File: config.mk
export PLATFORM = sky130hd
export DESIGN_NAME = oets_cell
export DESIGN_NICKNAME = d
export VERILOG_FILES = /design/src/hw/rtl/oets_pkg.sv /design/src/hw/rtl/oets_cell.sv
export SDC_FILE = /design/constraint.sdc
export NUM_CORES = 1
export LEC_CHECK = 0
export ABC_AREA = 1
export BUFFER_PORTS_ARGS = -buffer_cell sky130_fd_sc_hd__buf_2
export CORE_UTILIZATION = 55
export DETAILED_ROUTE_END_ITERATION = 16
export PLACE_DENSITY = 0.82
export SLEW_MARGIN = 20
export SYNTH_ARGS = -nofsm -noshare
export SYNTH_HDL_FRONTEND = slang
export SYNTH_SLANG_ARGS = --single-unit
export TNS_END_PERCENT = 10
File: constraint.sdc
create_clock -name clk -period 4.4 [get_ports clk]
set_input_delay 1.1 -clock clk [delete_from_list [all_inputs] [get_ports clk]]
set_output_delay 1.1 -clock clk [all_outputs]
set_load 0.01 [all_outputs]
File: src/hw/rtl/oets_pkg.sv
`default_nettype none

package oets_pkg;

    localparam int CAPACITY = 64;
    localparam int DATA_W   = 32;
    // wide enough to hold CAPACITY itself
    localparam int CNT_W    = $clog2(CAPACITY + 1);

    typedef logic signed [DATA_W-1:0] data_t;
    typedef logic [CNT_W-1:0]         count_t;

    // cell operation codes
    localparam logic [1:0] OP_HOLD  = 2'd0;
    localparam logic [1:0] OP_LOAD  = 2'd1;
    localparam logic [1:0] OP_SORT  = 2'd2;
    localparam logic [1:0] OP_SHIFT = 2'd3;

    typedef struct packed {
        logic [1:0] op;
        logic       odd;   // sort phase: lower cell of each pair has odd index
    } cell_ctrl_t;

endpackage

`default_nettype wire

File: src/hw/rtl/oets_cell.sv
`default_nettype none

module oets_cell (
    input  wire logic               clk,
    input  wire oets_pkg::cell_ctrl_t ctrl,
    input  wire logic               pair_lo,
    input  wire logic               pair_hi,
    input  wire oets_pkg::data_t    left_value,
    input  wire oets_pkg::data_t    right_value,
    output oets_pkg::data_t         value_out
);
    import oets_pkg::*;

    data_t value_reg;
    data_t value_next;

    always_comb
    begin
        value_next = value_reg;
        unique case (ctrl.op)
            OP_HOLD:  value_next = value_reg;
            OP_LOAD:  value_next = left_value;
            OP_SHIFT: value_next = right_value;
            OP_SORT:
            begin
                // lower cell keeps the min, upper cell keeps the max
                if (pair_lo && (right_value < value_reg))
                begin
                    value_next = right_value;
                end
                else if (pair_hi && (value_reg < left_value))
                begin
                    value_next = left_value;
                end
            end
            default:  value_next = value_reg;
        endcase
    end

    always_ff @(posedge clk)
    begin
        value_reg <= value_next;
    end

    assign value_out = value_reg;

endmodule

`default_nettype wire

==> flow_summary.ini, run 1 <==
[synth]
yosysTopAreaCell = edfxtp_1
synth_cell_types = 28
synth_nets = 681
synth_area_sq_um = 4085
yosysTopAreaCellShare = 0.2352
syn_inst = 549
synth_adder_area_share = 0.1899
yosys.area_share.simple = 0.2989
synth_top_family_by_area = simple AND/OR/NAND/NOR gates
synth_compound_area_frac = 0.1081
synthMuxAreaShare = 0
avgSynthCellArea_sq_um = 7.441
synth-xor-area-share = 0
yosys_warnings = 0
synthTopCellsByArea = edfxtp_1 24%, ha_1 19%, inv_1 13%
ys_seq_area_frac = 0.2352
synth_seq_cells = 32

[worst_setup_path]
worstPathCellList = buf_2 -> ha_1 -> a21oi_1 -> nor2_1 -> nor3_1 -> nand2_1 -> nand2_1 -> nand2_1 -> nand2_2 -> nand2_2 -> nand2_2 -> nand3_4 -> nand2_1 -> nand2_1 -> nand2_1 -> buf_4
crit_path_max_incr_delay_ns = 0.30
critPathRequiredTime_ns = 4.37
cp_max_fo = 21
worst_setup_path_start_kind = input pin
rrSetupSlack_ns = 1.58
worstPathArrival_ns = 3.27
crit_type = input pin to flop
rr_startpoint = value_out[31]
cp_num_buf_inv = 2
slowest_stage = ha_1
worst_r2r_endpoint = value_out[21]
rr_worst_depth = 13
critical_path.top_delay_family = simple AND/OR/NAND/NOR gates
cp_common_cell = nand2_1
critPathCaptureType = flop

[clock_network]
clock_tree.buffer_depth = 2
cts_setup_buffers = 0
post_cts_resized = 0
cts.sinks = 32
hold_buffers = 0
cts_tree = yes
numCtsBuffers = 5
root_buffer = clkbuf_8
insertion_delay_ns = 0.29
h-tree-depth = 2
clk_pin_slew_ns = 0.08

[grt]
antenna_found_initial = 0
grt_pass1_wl_microns = 16990
first_global_vias = 3887
grt_util_all_layers = 0.2805
grt_max_degree = 35
grt_overflow = 0

[timing]
rsz0062_at_grt = false
timing.final.crit_period_ns = 3.306
finalSetupTns_ns = 0
relSlewSlack = 0.6369
finalMaxSlewViolations = 0
worstMarginPinSlew_ns = 0.5433
timing.final.crit_share = 0.7514
final_hold_viol_count = 0
setup_ws_ns = 1.094
fin_skew_ns = 0.007495
setup_viol = 0
fmax_mhz = 302.5

[run]
drv_cap = 0

[detailed_routing]
drt_iter0_markers = 232
wl_met1_microns = 4564
wl_microns = 10960
routed.top_layer = met4
via_per_inst = 5.491
dr_wl_met3_microns = 802
drtPass1Iterations = 4
ant_nets = 0
vias = 4085
wl_per_cell_microns = 14.73
dr_wl_met2_microns = 5521
drc = 0

[power]
total_power_w = 0.001336
vdd_ir_drop_max_mv = 0.1885
p_leak_nw = 2.656
power_density_nw_per_um2 = 280.9

[place]
dp_hpwl_microns = 7965
gp_congestion = 0.8335
dpl-instance-area_sq_um = 4643
io_buffers = 100
place_ws_ns = 0.8023

[floorplan]
initial_core_util = 0.5663
die_w_microns = 88.19
die_h_microns = 88.19
pin_count = 102
dieArea_sq_um = 7777
core_sq_um = 7214
num_rows = 31

[layout]
layout-drive-gt1-share = 0.2915
final_nets = 776
area_growth_syn_to_layout_pct = 16.39
largest_reg_flops = 32
num_antenna_cells = 0
final_area_sq_um = 4755

[min_path]
hold_end = value_out[29]
hold_class = input pin to flop
hold_path_startpoint = left_value[29]
whs_path_depth = 5

[outcome]
outcome = completed
==> final cells by class <==
type / instances / area [sq um]
Inverter: 141 / 529.3
Sequential cell: 32 / 960.9
Multi-Input combinational cell: 353 / 2446
Clock inverter: 3 / 42.54
Tap cell: 99 / 123.9
Timing Repair Buffer: 111 / 583.1
Clock buffer: 5 / 68.82
Fill cell: 643 / 2460
==> cells in the mapped netlist <==
cell type,instances
a21o_1,1
inv_2,1
nand3_1,7
buf_2,8
clkbuf_1,9
nor4_2,1
o21ai_1,2
nand3b_1,2
o22ai_1,32
nor2_2,1
nand2_1,88
o21ai_0,7
nand4_1,36
buf_4,3
nor2_1,13
buf_12,3
o21a_1,2
nor4_1,1
nand3_2,29
edfxtp_1,32
a21oi_4,1
o211ai_1,1
nand2_2,33
a21oi_1,30
inv_1,140
nand3_4,2
nor3_1,2
ha_1,62
==> worst min-delay path, stage by stage <==
cell	delay, ns
buf_2	0.08
inv_1	0.06
nand2_2	0.07
nand3_2	0.05
nand2_1	0.05
==> metal layers <==
layer | track usage | vias up
li1 | - | 2002
met1 | 0.3455 | 1897
met2 | 0.5133 | 178
met3 | 0.03864 | 8
met4 | 0.06745 | 0
met5 | 0 | -
==> report_power, final <==
group          internal, W  switching (W)
combinational     0.000229       0.000380
clock             0.000168       0.000133
sequential        0.000391      0.0000352
total             0.000788       0.000548
==> stage by stage <==
stage               instances  hold WS (ns)    util
floorplan                 549         1.095       -
global placement          736         1.234  0.6436
detailed placement        736         1.242  0.6436
CTS                       744         1.209  0.6590
global route              744         1.237  0.6590
finish                    744         1.211  0.6590
==> kinds of logic after synthesis <==
group	after synthesis
simple gates	215
buf+inv	164
compound gates	76
fa+ha+maj	62
flops	32
==> how the worst max path moves through the flow <==
stage / from / endpoint / slack, ns / cells after the start
global route: right_value[5] / value_out[21] / 0.93 / 16
global placement: right_value[5] / value_out[27] / 0.85 / 16
CTS: right_value[5] / value_out[21] / 1.09 / 16
finish: right_value[5] / value_out[21] / 1.09 / 16
floorplan: right_value[31] / value_out[0] / 0.76 / 12
detailed placement: right_value[5] / value_out[26] / 0.80 / 16
==> cell usage in the layout (no fill, tap or decap), types with 2 or more instances in the layout <==
cell type,instances
o21a_1,2
inv_1,140
nor3_1,2
clkbuf_8,5
o22ai_1,32
o21ai_1,2
nand2_1,88
o21ai_0,7
nand3_4,2
ha_1,62
buf_4,11
buf_2,100
edfxtp_1,32
nand3b_1,2
nand2_2,33
nand3_1,7
nor2_1,12
nand4_1,36
a21oi_1,30
nand3_2,29
Power figures use the tool's default switching activity.
==> run 2: changes to the inputs <==
- CORE_UTILIZATION: 55 -> 50
- PLACE_DENSITY: 0.82 -> 0.79
- clock period: 4.4 -> 2.9 ns (I/O delays scaled with it)
==> run 2 against run 1 <==
- count of clock-buffer cells in the layout is the same
- combinational power grew 61%
- clock power is 46% higher
- setup slack lost 0.80 ns
- final cell count rose by 1.5%
- die area increased by 9.8%
- worst hold slack lost 0.37 ns
- first-iteration DRC count is 21% higher
- register-to-register slack lost 1.2 ns
- via count increased by 1.8%
- sequential cell count unchanged
==> flow_summary.ini, run 2 (same netlist as run 1, synthesis figures left out) <==
[outcome]
outcome = completed

[place]
gp_congestion = 0.8843
place_ws_ns = -0.01388
io_buffers = 100
dp_hpwl_microns = 8847

[layout]
layout_commonest_cell = inv_1
area_growth_syn_to_layout_pct = 19.85
layout_common_cells = 140 x inv_1, 100 x buf_2, 87 x nand2_1
largest_reg_flops = 32
final_nets = 784
layout-drive-gt1-share = 0.2986
num_antenna_cells = 0
finalCoreUtilization = 0.6271

[worst_setup_path]
cp_num_buf_inv = 2
rrSetupSlack_ns = 0.40
worst_setup_path_start_kind = input pin
slowest_stage = ha_1
cp_max_fo = 9
crit_path_max_incr_delay_ns = 0.31
worstPathCellList = buf_2 -> ha_1 -> a21oi_1 -> nor2_1 -> nor3_1 -> nand2_1 -> nand2_1 -> nand2_1 -> nand2_2 -> nand2_2 -> nand2_2 -> nand3_4 -> nand2_1 -> nand2_1 -> nand2_4 -> buf_12
worstPathArrival_ns = 2.61
critPathCaptureType = flop
critical_path.top_delay_family = simple AND/OR/NAND/NOR gates
crit_type = input pin to flop
critPathRequiredTime_ns = 2.91
cp_common_cell = nand2_1

[clock_network]
cts.sinks = 32
numCtsBuffers = 5
h-tree-depth = 2
hold_buffers = 0
cts_tree = yes
cts_setup_buffers = 0
root_buffer = clkbuf_8
insertion_delay_ns = 0.29
clock_tree.buffer_depth = 2
post_cts_resized = 0
clk_pin_slew_ns = 0.08

[timing]
fmax_mhz = 383.9
final_hold_viol_count = 0
relSlewSlack = 0.7106
setup_ws_ns = 0.2950
worstMarginPinSlew_ns = 0.4330
timing.final.crit_share = 0.8983
finalMaxSlewViolations = 0
fin_skew_ns = 0.009713
timing.final.crit_period_ns = 2.605
setup_viol = 0
rsz0062_at_grt = false

[detailed_routing]
vias = 4157
wl_microns = 11350
drtPass1Iterations = 5
wl_per_cell_microns = 15.04
ant_nets = 0
drt_iter0_markers = 281
via_per_inst = 5.506
drc = 0

[grt]
grt_pass1_wl_microns = 18280
first_global_vias = 4003
antenna_found_initial = 0
grt_max_degree = 26
grt_util_all_layers = 0.2701
grt_overflow = 0

[run]
drv_cap = 0

[min_path]
hold_class = input pin to flop

[floorplan]
die_w_microns = 92.39
die_h_microns = 92.39
dieArea_sq_um = 8536
num_rows = 32
initial_core_util = 0.5232
core_sq_um = 7807
pin_count = 102

[power]
power_density_nw_per_um2 = 422.6
vdd_ir_drop_max_mv = 0.2107
p_leak_nw = 2.723
## run 2: cell count changes in the layout (fill, tap and decap cells not counted), sizes merged
cell,previous run,this run
clkinvlp,1,0
buf,111,119
clkinv,1,2
## run 2: per-stage QoR
| stage | hold slack (ns) | power [W] | cell area (sq um) | instances | TNS (ns) |
|---|---|---|---|---|---|
| 2_1_floorplan | 1.017 | 0.001306 | 4093 | 549 | 0 |
| 3_3_place_gp | 1.123 | 0.001577 | 4790 | 747 | 0 |
| 3_5_place_dp | 1.141 | 0.001625 | 4790 | 747 | -0.2501 |
| 4_1_cts | 0.8299 | 0.002062 | 4896 | 755 | 0 |
| 5_1_grt | 0.8478 | 0.002209 | 4896 | 755 | 0 |
| 6_report | 0.8389 | 0.002069 | 4896 | 755 | 0 |
## run 2: where the power goes
part | switching (W) | leakage (nW) | internal [W]
Combinational | 0.000588 | 2.34 | 0.000394
Clock | 0.000189 | 0.0532 | 0.000251
Sequential | 0.0000542 | 0.325 | 0.000594
Total | 0.000831 | 2.72 | 0.00124
## run 2: worst paths after layout
check                        to  cells past startpoint      startpoint
setup / recovery  value_out[19]                     16  right_value[5]
hold / removal    value_out[26]                      5  left_value[26]
setup reg to reg  value_out[19]                     16    value_out[5]
hold reg to reg   value_out[13]                      7   value_out[31]
## run 2: cell type report
| cell class | count | area [sq um] |
|---|---|---|
| Fill cell | 701 | 2912 |
| Multi-Input combinational cell | 353 | 2454 |
| Inverter | 141 | 529.3 |
| Clock inverter | 3 | 37.54 |
| Timing Repair Buffer | 119 | 718.2 |
| Tap cell | 102 | 127.6 |
| Sequential cell | 32 | 960.9 |
| Clock buffer | 5 | 68.82 |
## run 2: routing by layer
metal,vias up,global-route usage,share of wire
li1,2019,-,-
met1,1917,0.3323,0.42
met2,200,0.4920,0.50
met3,21,0.03038,0.066
met4,0,0.07813,0.018
met5,-,0,0
## run 2: worst reg2reg max path: cells and delay by family, from the launching register on
family	cells	cell delay, ns
AND/OR/NAND/NOR	12	1.17
flip-flops	1	0.43
adder cells (fa/ha/maj)	1	0.24
buffers and inverters	2	0.23
AO/OA/AOI/OAI	1	0.15
