**src/hw/rtl/oets_pkg.sv**
```systemverilog
`default_nettype none

package oets_pkg;

    localparam int CAPACITY = 64;
    localparam int DATA_W   = 32;
    // wide enough to hold CAPACITY itself
    localparam int CNT_W    = $clog2(CAPACITY + 1);

    typedef logic signed [DATA_W-1:0] data_t;
    typedef logic [CNT_W-1:0]         count_t;

    // cell operation codes
    localparam logic [1:0] OP_HOLD  = 2'd0;
    localparam logic [1:0] OP_LOAD  = 2'd1;
    localparam logic [1:0] OP_SORT  = 2'd2;
    localparam logic [1:0] OP_SHIFT = 2'd3;

    typedef struct packed {
        logic [1:0] op;
        logic       odd;   // sort phase: lower cell of each pair has odd index
    } cell_ctrl_t;

endpackage

`default_nettype wire

```
**src/hw/rtl/oets_ctrl.sv**
```systemverilog
`default_nettype none

module oets_ctrl (
    input  wire logic                 clk,
    input  wire logic                 rst_n,
    input  wire logic                 in_valid,
    input  wire logic                 last_in,
    output logic                      in_stall,
    output logic                      out_valid,
    input  wire logic                 out_stall,
    output logic                      last_out,
    output logic                      overflow,
    output oets_pkg::cell_ctrl_t      cell_ctrl,
    output oets_pkg::count_t          count
);
    import oets_pkg::*;

    localparam logic [1:0] ST_LOAD = 2'd0;
    localparam logic [1:0] ST_SORT = 2'd1;
    localparam logic [1:0] ST_EMIT = 2'd2;

    logic [1:0] state_reg, state_next;
    count_t     count_reg, count_next;
    count_t     phase_reg, phase_next;
    logic       dropped_reg, dropped_next;

    logic in_xfer, out_xfer, full;

    assign in_stall  = (state_reg != ST_LOAD);
    assign out_valid = (state_reg == ST_EMIT);
    assign in_xfer   = in_valid && !in_stall;
    assign out_xfer  = out_valid && !out_stall;
    assign full      = (count_reg == count_t'(CAPACITY));

    always_comb
    begin
        state_next    = state_reg;
        count_next    = count_reg;
        phase_next    = phase_reg;
        dropped_next  = dropped_reg;
        cell_ctrl.op  = OP_HOLD;
        cell_ctrl.odd = phase_reg[0];
        unique case (state_reg)
            ST_LOAD:
            begin
                if (in_xfer)
                begin
                    if (full)
                    begin
                        dropped_next = 1'b1;
                    end
                    else
                    begin
                        cell_ctrl.op = OP_LOAD;
                        count_next   = count_reg + count_t'(1);
                    end
                    if (last_in)
                    begin
                        state_next = ST_SORT;
                        phase_next = '0;
                    end
                end
            end
            ST_SORT:
            begin
                // n phases sort n elements
                cell_ctrl.op = OP_SORT;
                phase_next   = phase_reg + count_t'(1);
                if (phase_reg == count_reg - count_t'(1))
                begin
                    state_next = ST_EMIT;
                end
            end
            ST_EMIT:
            begin
                if (out_xfer)
                begin
                    cell_ctrl.op = OP_SHIFT;
                    count_next   = count_reg - count_t'(1);
                    if (count_reg == count_t'(1))
                    begin
                        state_next   = ST_LOAD;
                        dropped_next = 1'b0;
                    end
                end
            end
            default:
            begin
                state_next = ST_LOAD;
            end
        endcase
    end

    always_ff @(posedge clk or negedge rst_n)
    begin
        if (!rst_n)
        begin
            state_reg   <= ST_LOAD;
            count_reg   <= '0;
            phase_reg   <= '0;
            dropped_reg <= 1'b0;
        end
        else
        begin
            state_reg   <= state_next;
            count_reg   <= count_next;
            phase_reg   <= phase_next;
            dropped_reg <= dropped_next;
        end
    end

    assign last_out = (count_reg == count_t'(1));
    assign overflow = dropped_reg;
    assign count    = count_reg;

    a_count_range: assert property (@(posedge clk) disable iff (!rst_n)
        count_reg <= count_t'(CAPACITY))
        else $error("element count above capacity");

    a_emit_nonempty: assert property (@(posedge clk) disable iff (!rst_n)
        out_valid |-> (count_reg != '0))
        else $error("result offered with empty store");

    a_last_ends_load: assert property (@(posedge clk) disable iff (!rst_n)
        (in_xfer && last_in) |=> (state_reg == ST_SORT))
        else $error("last transfer did not start sorting");

    a_drop_only_full: assert property (@(posedge clk) disable iff (!rst_n)
        $rose(dropped_reg) |-> $past(full))
        else $error("element dropped while store not full");

endmodule

`default_nettype wire
```
**config.mk**
```make
export PLATFORM = sky130hd
export DESIGN_NAME = oets_ctrl
export DESIGN_NICKNAME = d
export VERILOG_FILES = /design/src/hw/rtl/oets_pkg.sv /design/src/hw/rtl/oets_ctrl.sv
export SDC_FILE = /design/constraint.sdc
export NUM_CORES = 1
export LEC_CHECK = 0
export BUFFER_PORTS_ARGS = -buffer_cell sky130_fd_sc_hd__clkbuf_2
export CORE_MARGIN = 2
export CORE_UTILIZATION = 30
export CTS_CLUSTER_DIAMETER = 150
export DETAILED_ROUTE_END_ITERATION = 8
export GPL_ROUTABILITY_DRIVEN = 0
export PLACE_DENSITY = 0.58
export SLEW_MARGIN = 20
export SYNTH_ARGS = -nofsm -noshare
export SYNTH_HDL_FRONTEND = slang
export SYNTH_SLANG_ARGS = --single-unit
```
**constraint.sdc**
```tcl
create_clock -name clk -period 2 [get_ports clk]
set_input_delay 0.5 -clock clk [delete_from_list [all_inputs] [get_ports clk]]
set_output_delay 0.5 -clock clk [all_outputs]
set_load 0.02 [all_outputs]
```
==> run metrics, run 1 <==
Avg Cell Area, Syn about 9.2 um^2; CTS Root Cell clkbuf_8; met3 WL about 90 um; Syn Inst Count 122; Post-Layout Inst Area between 1000 and 1500 um^2; Worst R2R Path Depth 8; Yosys cell types 37; post-layout min period about 2000 ps; Critical Path Stages 5; area grow syn2layout 28.9%; sequential share of the synthesized area 37.7%; vias in the first global route 1,015; vias per inst 4.88; Die Y ~65 um; CTS buffer count 3; Hold Fails Final Rpt 0; Routed Antenna Nets 0; endpoints failing setup 1; first-pass GRT wire length approximately 4.7 mm; via count 990; failing checks negative setup slack; Metal-1 WL around 1.1 mm; Leakage between 0.6 and 0.7 nW; status finished with violations; Critical Path Start Type flop; Crit. End Element output pin; Yosys reg bits 17; HP Class primary input to async pin; Max Clk Rate 0.497 GHz; clock sinks 17; max layer used met4; CP Class flop to output pin; critical path's top delay family flip-flops; Power Density 1600 nW/um^2; initial DRC count between 50 and 60; critical-path cell list nor4_4, a311o_1, a21o_4, inv_4, buf_8; Buf/Inv on CP 2; pins over their slew limit 0; CTS H-tree lvls 1; actual slew at the worst max-slew pin 437 ps; IO Pins 19; met2 routed WL around 1.3 mm; Slew Limit Headroom between 70% and 80%; # DRC 0; Max-Cap Viols 0; DP Area between 1000 and 1500 um^2; WL/cell approximately 13 um; setup ws final -11.9 ps; post-cts hold buffer count 0; CP startpoint count[3]$_DFFE_PN0P_; Synth warnings 0; worst-path fanout max 3; crit-path max cell delay roughly 400 ps; Clk Latency, worst-skew pair ~250 ps; Post-Syn Nets between 100 and 150; Worst-path clk slew approximately 70 ps; Port Buffers 18; NumNets Final roughly 170; DP Wirelength between 1.5 and 2 mm; Diodes inserted 0; Mapped Area 1130 um^2; 1st-pass router iterations 4; Crit path required time roughly 1500 ps; r2r startpoint count[3]$_DFFE_PN0P_; DIE AREA approximately 4300 um^2; fin crit share 101%; setup TNS -11.9 ps; RSZ-0062 raised after global routing yes; TritonCTS clock tree done; Clock Tree Buf Depth 2; Rows 22; clock skew ~1.1 ps; core area approximately 3600 um^2; share of cells above drive strength 1 33.5%; total congestion overflow 0; Die Wd between 60 and 70 um; crit path DAT approximately 1500 ps; Peak VDD IR between 0.3 and 0.4 mV; largest net degree at the start of global routing 18; CP max-delay cell dfrtp_1; initial antenna violation count 0; Total Routing Usage GR 14.4%; Starting Density between 30% and 40%; DRT Wirelength 2.63 mm
==> layout make-up <==
type,instances,area [um^2]
fill,388,2180
multi-input combinational,94,667
tap,48,60.1
inverter,6,25.0
timing repair buffer,34,229
clock buffer,4,45.0
sequential,17,427
==> Yosys cell counts (all sizes together) <==
cell	count	area share (%)
clkbuf	2	0.67
a22o	1	0.78
xor2	9	7.0
and3b	1	0.78
and4	1	0.78
ha	5	5.5
nor4	1	1.9
or3	1	0.56
a21o	2	2.0
dfrtp	17	38
nand3	4	1.8
nor2b	2	1.1
nor3	2	1.3
or2	1	0.56
and3	1	0.67
o31ai	1	0.67
clkinv	1	0.33
inv	5	1.7
nand4	5	2.8
nand2	16	5.5
o211ai	1	0.67
buf	3	1.6
a41oi	1	0.78
xnor2	12	9.3
nand2b	2	1.1
nor2	8	2.7
nand3b	1	0.67
or2b	1	0.67
a311o	1	0.89
o21ai	7	3.1
a21oi	7	4.4
==> kinds of logic after synthesis <==
logic type	after synthesis	synth area share, %
buffers and inverters	11	4.22
DFF	17	37.7
and+or+nand+nor	47	22.9
xor gates and xnor gates	21	16.3
AOI/OAI and AO/OA	21	13.3
adders and majority gates	5	5.55
==> what timing repair did <==
item / in CTS / in global routing
gates resized for setup: 9 / 1
hold endpoints to repair: 0 / 0
pin swaps: 2 / 1
setup endpoints to repair: 2 / 2
buffers inserted: 3 / 2
==> placed cells by master, fill, tap and decap left out, types with 2 or more instances in the layout <==
master | netlist | final
nand4_1 | 5 | 5
a21oi_1 | 3 | 3
inv_1 | 4 | 2
clkbuf_2 | 0 | 16
inv_2 | 1 | 2
o21ai_0 | 7 | 7
xnor2_1 | 12 | 12
nor2b_1 | 2 | 2
ha_1 | 5 | 4
a21oi_2 | 4 | 4
nand3_1 | 4 | 4
xor2_1 | 9 | 9
nand2b_1 | 2 | 2
buf_4 | 1 | 16
nand2_1 | 15 | 15
clkbuf_8 | 0 | 4
dfrtp_1 | 17 | 16
nor2_1 | 8 | 8
==> worst register-to-register path, cell delays in order, from the launching register on <==
cell	delay, ps
dfrtp_1	410
nor4_4	340
buf_4	180
buf_4	110
buf_4	110
nand2_1	60
xnor2_1	130
nand4_1	120
a21o_1	200
==> layer usage <==
layer | track usage [%] | vias to the layer above
li1 | - | 478
met2 | 23.2 | 31
met3 | 2.05 | 11
met4 | 9.64 | 0
met5 | 0 | -
met1 | 17.7 | 470
==> power breakdown <==
group / leakage (nW) / internal, mW / total (mW) / switching, mW
registers: 0.213 / 0.485 / 0.647 / 0.162
logic: 0.410 / 0.643 / 1.42 / 0.773
clock network: 0.0228 / 0.141 / 0.259 / 0.117
==> final timing paths <==
path,endpoint,slack (ps)
setup / recovery,cell_ctrl[1],-10
hold reg to reg,overflow$_DFFE_PN0P_,580
max in group asynchronous,count[0]$_DFFE_PN0P_,1500
setup reg to reg,state_reg[0]$_DFFE_PN0P_,250
min in group clk,state_reg[1]$_DFFE_PN0P_,560
hold / removal,count[2]$_DFFE_PN0P_,180
==> stage by stage <==
stage | setup slack (ps) | cells | power [mW] | utilization, % | hold slack (ps)
after floorplan | 29.6 | 122 | 1.54 | - | 204
after global placement | 114 | 194 | 1.94 | 36.8 | 460
after detailed placement | 104 | 194 | 1.97 | 36.8 | 464
after CTS | -38.5 | 201 | 2.32 | 39.5 | 188
after global routing | -75.8 | 203 | 2.54 | 40.0 | 202
final | -11.9 | 203 | 2.32 | 40.0 | 176
No activity file was read; power rests on OpenSTA's default activity.
==> inputs of run 2 (changes only) <==
==> constraint.sdc (replaced) <==
create_clock -name clk -period 2 [get_ports clk]
set_input_delay 0.4 -clock clk [delete_from_list [all_inputs] [get_ports clk]]
set_output_delay 0.4 -clock clk [all_outputs]
set_load 0.02 [all_outputs]
==> run 2 against run 1 <==
Net effect: the run now ends clean; final cell count is 1.5% lower; non-clock buffer count is 3 lower; register-to-register slack worse by 30 ps; combinational power is 6% lower; critical path type unchanged; sequential power is 2% higher; worst hold slack worse by 94 ps; total power is 2.6% lower; first-iteration DRC count is 29% higher; wire length is 2.3% lower; flip-flop and latch count stayed put.
==> run metrics, run 2 (synthesis results as in run 1) <==
met2 routed WL 1.29 mm (+0.86%); DP Wirelength 1.93 mm (-1.4%); Die Y 65.3 um (unchanged); Starting Density 31.0% (unchanged); P_int 1.23 mW (-3.1%); Clock Tree Buf Depth 2 (unchanged); max layer used met4; Max Clk Rate 0.518 GHz (+4.3%); placed cell count 192 (-1.0%); setup TNS 0 ps (+11.9 ps); Crit. End Element output pin; # DRC 0 (unchanged); Peak VDD IR 0.383 mV (+23%); Seq pwr share 29.3% (+1.4 points); Clk Latency, worst-skew pair 250 ps (about the same); fin crit share 96.5% (-4.1 points); actual slew at the worst max-slew pin 450 ps (+12.6 ps); R2R setup slack 220 ps (-30 ps); DRT Wirelength 2.57 mm (-2.3%); crit path DAT 1530 ps (+20 ps); Power Density 1600 nW/um^2 (+0.31%); Worst R2R Path Depth 8 (unchanged); initial antenna violation count 0 (unchanged); r2r startpoint count[0]$_DFFE_PN0P_; Port Buffers 18 (unchanged); first-pass GRT wire length 4.40 mm (-6.0%); total congestion overflow 0 (unchanged); fill count 373 (-3.9%); Routed Antenna Nets 0 (unchanged); critical-path cell list inv_2, ha_2, a311o_1, a21o_4, inv_4, clkbuf_8; share of power burned in combinational logic 59.2% (-1.8 points); CTS buffer count 3 (unchanged); Hold Fails Final Rpt 0 (unchanged); CTS Root Cell clkbuf_8; Critical Path Start Type flop; Slew Limit Headroom 70.0% (-0.84 points); pins over their slew limit 0 (unchanged); Max-Cap Viols 0 (unchanged); crit-path max cell delay 360 ps (-50 ps); CP max-delay cell dfrtp_1; clock power share 11.4% (+0.3 points); Crit path required time 1600 ps (+100 ps); Metal-1 WL 1.11 mm (-2.8%); clock sinks 17 (unchanged); largest net degree at the start of global routing 18 (unchanged); clock skew 0.714 ps (-0.388 ps); HP Class primary input to async pin; via count 974 (-1.6%); switching power 1.03 mW (-2.0%); endpoints failing setup 0 (-1); NumNets Final 163 (-1.8%); TritonCTS clock tree done; worst flop-to-flop path endpoint count[5]$_DFFE_PN0P_; DIE AREA 4260 um^2 (unchanged); Post-Layout Inst Area 1410 um^2 (-2.9%); post-layout min period 1930 ps (-82.7 ps); commonest non-fill, non-tap cell in the layout clkbuf_2; Leakage 0.625 nW (-3.1%); Sw Share 45.6% (+0.28 points); area grow syn2layout 25.1%; Worst-path clk slew 70 ps (about the same); CTS H-tree lvls 1 (unchanged); Finished Layout Cells 200 (-1.5%); worst-path fanout max 2 (-1); vias per inst 4.87 (-0.14%); initial DRC count 67 (+29%); vias in the first global route 989 (-2.6%); post-cts hold buffer count 0 (unchanged); DP Area 1320 um^2 (-1.2%); core area 3630 um^2 (unchanged); Total Routing Usage GR 13.4% (-0.97 points); status complete, no violations; Diodes inserted 0 (unchanged); 1st-pass router iterations 4 (unchanged); Die Wd 65.3 um (unchanged); WL/cell 12.8 um (-0.82%); met3 WL 141 um (+57%); commonest cells after routing, fill and taps aside clkbuf_2, dfrtp_1, nand2_1, buf_4, xnor2_1; Rows 22 (unchanged); IO Pins 19 (unchanged); CP Class flop to output pin; share of cells above drive strength 1 32.2% (-1.3 points)
## run 2: changes by cell type in the layout (fill, tap and decap cells not counted), sizes merged
cell | previous run | this run
buf | 17 | 13
clkbuf | 21 | 22
## run 2: critical path: cells and delay by family (launching register included)
kind	cells	cell delay, ps
AO/OA/AOI/OAI	2	510
adder cells (fa/ha/maj)	1	180
buffers and inverters	3	230
flip-flops	1	360
## run 2: layout make-up
cell class | instances | area (um^2) | share of cell area [%]
multi-input combinational | 94 | 657 | 46.6
sequential | 17 | 427 | 30.3
timing repair buffer | 31 | 196 | 13.9
tap | 48 | 60.1 | 4.26
clock buffer | 4 | 45.0 | 3.19
inverter | 6 | 25.0 | 1.77
## run 2: worst max-delay path by stage
stage / to / from / cells past startpoint
2_1_floorplan: cell_ctrl[1] / count[0]$_DFFE_PN0P_ / 5
3_3_place_gp: cell_ctrl[1] / count[0]$_DFFE_PN0P_ / 6
3_5_place_dp: cell_ctrl[1] / count[0]$_DFFE_PN0P_ / 6
4_1_cts: cell_ctrl[1] / count[0]$_DFFE_PN0P_ / 6
5_1_grt: cell_ctrl[1] / count[1]$_DFFE_PN0P_ / 6
6_report: cell_ctrl[1] / count[0]$_DFFE_PN0P_ / 6
## run 2: timing repair
item                                    4_1_cts  5_1_grt
buffers inserted                              3        1
pin swaps                                     2        2
cloned                                        0        0
resized for setup                             6        1
endpoints found under the setup margin        1        1
## run 2: per-stage QoR
step	utilization, %	power, mW	hold WS [ps]	setup slack, ps
after global routing	38.8	2.46	125	-4.22
after CTS	38.6	2.27	98.9	10.9
after detailed placement	36.3	1.94	370	200
final	38.8	2.26	82.2	70.9
after floorplan	-	1.54	104	60.4
after global placement	36.3	1.93	366	231
## run 2: power groups by stage
stage	combinational, mW	clock, mW	sequential [mW]
floorplan	0.792	0	0.748
global placement	1.27	0	0.655
detailed placement	1.28	0	0.663
CTS	1.34	0.266	0.662
global route	1.49	0.286	0.688
finish	1.34	0.259	0.663
## run 2: layer usage
layer,up-vias,global-route usage [%]
met1,473,16.2
met2,27,22.6
met5,-,0
li1,470,-
met4,0,5.99
met3,4,3.08
==> inputs of run 3 (changes only) <==
Clock period 2 ns to 2.3 ns, I/O delays scaled along.
==> run 3 against run 2 <==
Net effect: clock power fell by 14%; wire length fell by 4.3%; sequential power fell by 2%; critical endpoint unchanged; largest power group unchanged.
==> run metrics, run 3 (synthesis results as in run 1) <==
first-pass GRT wire length 4.39 mm (-0.16%); status complete, no violations; crit path DAT 1770 ps (+240 ps); CTS buffer count 3 (unchanged); DIE AREA 4260 um^2 (unchanged); post-cts hold buffer count 0 (unchanged); Critical Path Start Type flop; WL/cell 13.0 um (+1.3%); Rows 22 (unchanged); Total Routing Usage GR 13.6% (+0.23 points); core area 3630 um^2 (unchanged); pins over their slew limit 0 (unchanged); Starting Density 31.0% (unchanged); area of the multi-input gates 654 um^2 (-0.38%); endpoints failing setup 0 (unchanged); clock power share 12.4% (+1.0 points); share of cells above drive strength 1 26.2% (-6.0 points); Crit path required time 1840 ps (+240 ps); HP Class primary input to async pin; initial antenna violation count 0 (unchanged); largest net degree at the start of global routing 18 (unchanged); Worst R2R Path Depth 7 (-1); RSZ-0062 raised after global routing no; DRT Wirelength 2.46 mm (-4.3%); via count 916 (-6.0%); clock skew 2.79 ps (+2.08 ps); Power Density 1380 nW/um^2 (-14%); Seq pwr share 35.9% (+6.6 points); Die Y 65.3 um (unchanged); Port Buffers 18 (unchanged); NumNets Final 152 (-6.7%); r2r startpoint count[1]$_DFFE_PN0P_; CP Class flop to output pin; setup TNS 0 ps (unchanged); Sw Share 47.3% (+1.7 points); Worst Setup EP cell_ctrl[1]; share of power burned in combinational logic 51.8% (-7.4 points); worst-path fanout max 7 (+5); vias in the first global route 913 (-7.7%); post-CTS setup buffer count 0 (-3); fin crit share between 90% and 100%; P_int 955 uW (-22%); Max Clk Rate ~0.45 GHz; Register Area 429 um^2 (+0.59%); total congestion overflow 0 (unchanged); Diodes inserted 0 (unchanged); # DRC 0 (unchanged); 1st-pass router iterations 4 (unchanged); fill count 383 (+2.7%); vias per inst 4.85 (-0.48%); Crit. End Element output pin; CTS H-tree lvls 1 (unchanged); total power 1.81 mW (-20%); Clock Tree Buf Depth 2 (unchanged); Worst-path clk slew 70 ps (about the same); Routed Antenna Nets 0 (unchanged); Max-Cap Viols 0 (unchanged); CP startpoint count[1]$_DFFE_PN0P_; commonest cells after routing, fill and taps aside clkbuf_2, nand2_1, dfrtp_1, xnor2_1, xor2_1; switching power 857 uW (-17%); clock sinks 17 (unchanged); Post-Layout Inst Area 1320 um^2 (-6.7%); Hold Fails Final Rpt 0 (unchanged); IO Pins 19 (unchanged); actual slew at the worst max-slew pin 437 ps (-12.7 ps); TritonCTS clock tree done; Leakage 0.571 nW (-8.7%); commonest non-fill, non-tap cell in the layout clkbuf_2; post-layout min period ~2200 ps; Clk Latency, worst-skew pair 250 ps (about the same); DP Wirelength 1.90 mm (-1.4%); Die Wd 65.3 um (unchanged); CTS Root Cell clkbuf_8; R2R setup slack 470 ps (+250 ps); DP Area 1270 um^2 (-4.0%); Slew Limit Headroom 70.9% (+0.85 points); worst flop-to-flop path endpoint state_reg[0]$_DFFE_PN0P_; fin util 36.2% (-2.6 points); Peak VDD IR 0.278 mV (-28%); area grow syn2layout 16.8%; initial DRC count 34 (-49%)
-- run 3: cell count changes in the layout (fill, tap and decap cells not counted), sizes merged --
cell,change
buf,-11
-- run 3: per-layer routing --
layer | GRT usage, % | part of all wire, %
met5 | 0 | 0
met4 | 9.38 | 2.8
met3 | 1.71 | 3.7
met2 | 21.2 | 49
met1 | 17.6 | 44
-- run 3: critical path, stage by stage (launching register included) --
cell and delay [ps]:
dfrtp_2 430, inv_1 100, ha_1 210, a311o_1 280
a21o_4 250, inv_2 90, clkbuf_2 170
-- run 3: area by class of cell --
type                    count  area share [%]
multi-input cells          94            49.7
flip-flops and latches     17            32.6
repair buffers             20            7.98
well taps                  48            4.56
clock buffers               4            3.42
inverters                   6            1.71
-- run 3: power by group through the flow --
| stage | sequential, mW | combinational [mW] | clock, mW |
|---|---|---|---|
| after floorplan | 0.651 | 0.689 | 0 |
| after global placement | 0.643 | 0.932 | 0 |
| after detailed placement | 0.652 | 0.943 | 0 |
| after CTS | 0.649 | 0.948 | 0.232 |
| after global routing | 0.681 | 1.05 | 0.246 |
| final | 0.650 | 0.938 | 0.224 |
-- run 3: what timing repair did --
action,4_1_cts,5_1_grt
gates cloned,0,0
resized for setup,1,2
endpoints found under the setup margin,1,1
-- run 3: how the worst min path moves through the flow --
stage,from,to,depth (start not counted)
floorplan,rst_n,count[0]$_DFFE_PN0P_,0
global placement,rst_n,count[3]$_DFFE_PN0P_,1
detailed placement,rst_n,count[3]$_DFFE_PN0P_,1
CTS,rst_n,count[3]$_DFFE_PN0P_,1
global route,rst_n,overflow$_DFFE_PN0P_,1
finish,rst_n,count[6]$_DFFE_PN0P_,1
-- run 3: metrics by stage --
stage / cells / hold slack (ps) / worst slack, ps
2_1_floorplan: 122 / 164 / 300
3_3_place_gp: 185 / 422 / 331
3_5_place_dp: 185 / 426 / 266
4_1_cts: 189 / 150 / 37.0
5_1_grt: 189 / 174 / 6.52
6_report: 189 / 136 / 74.0
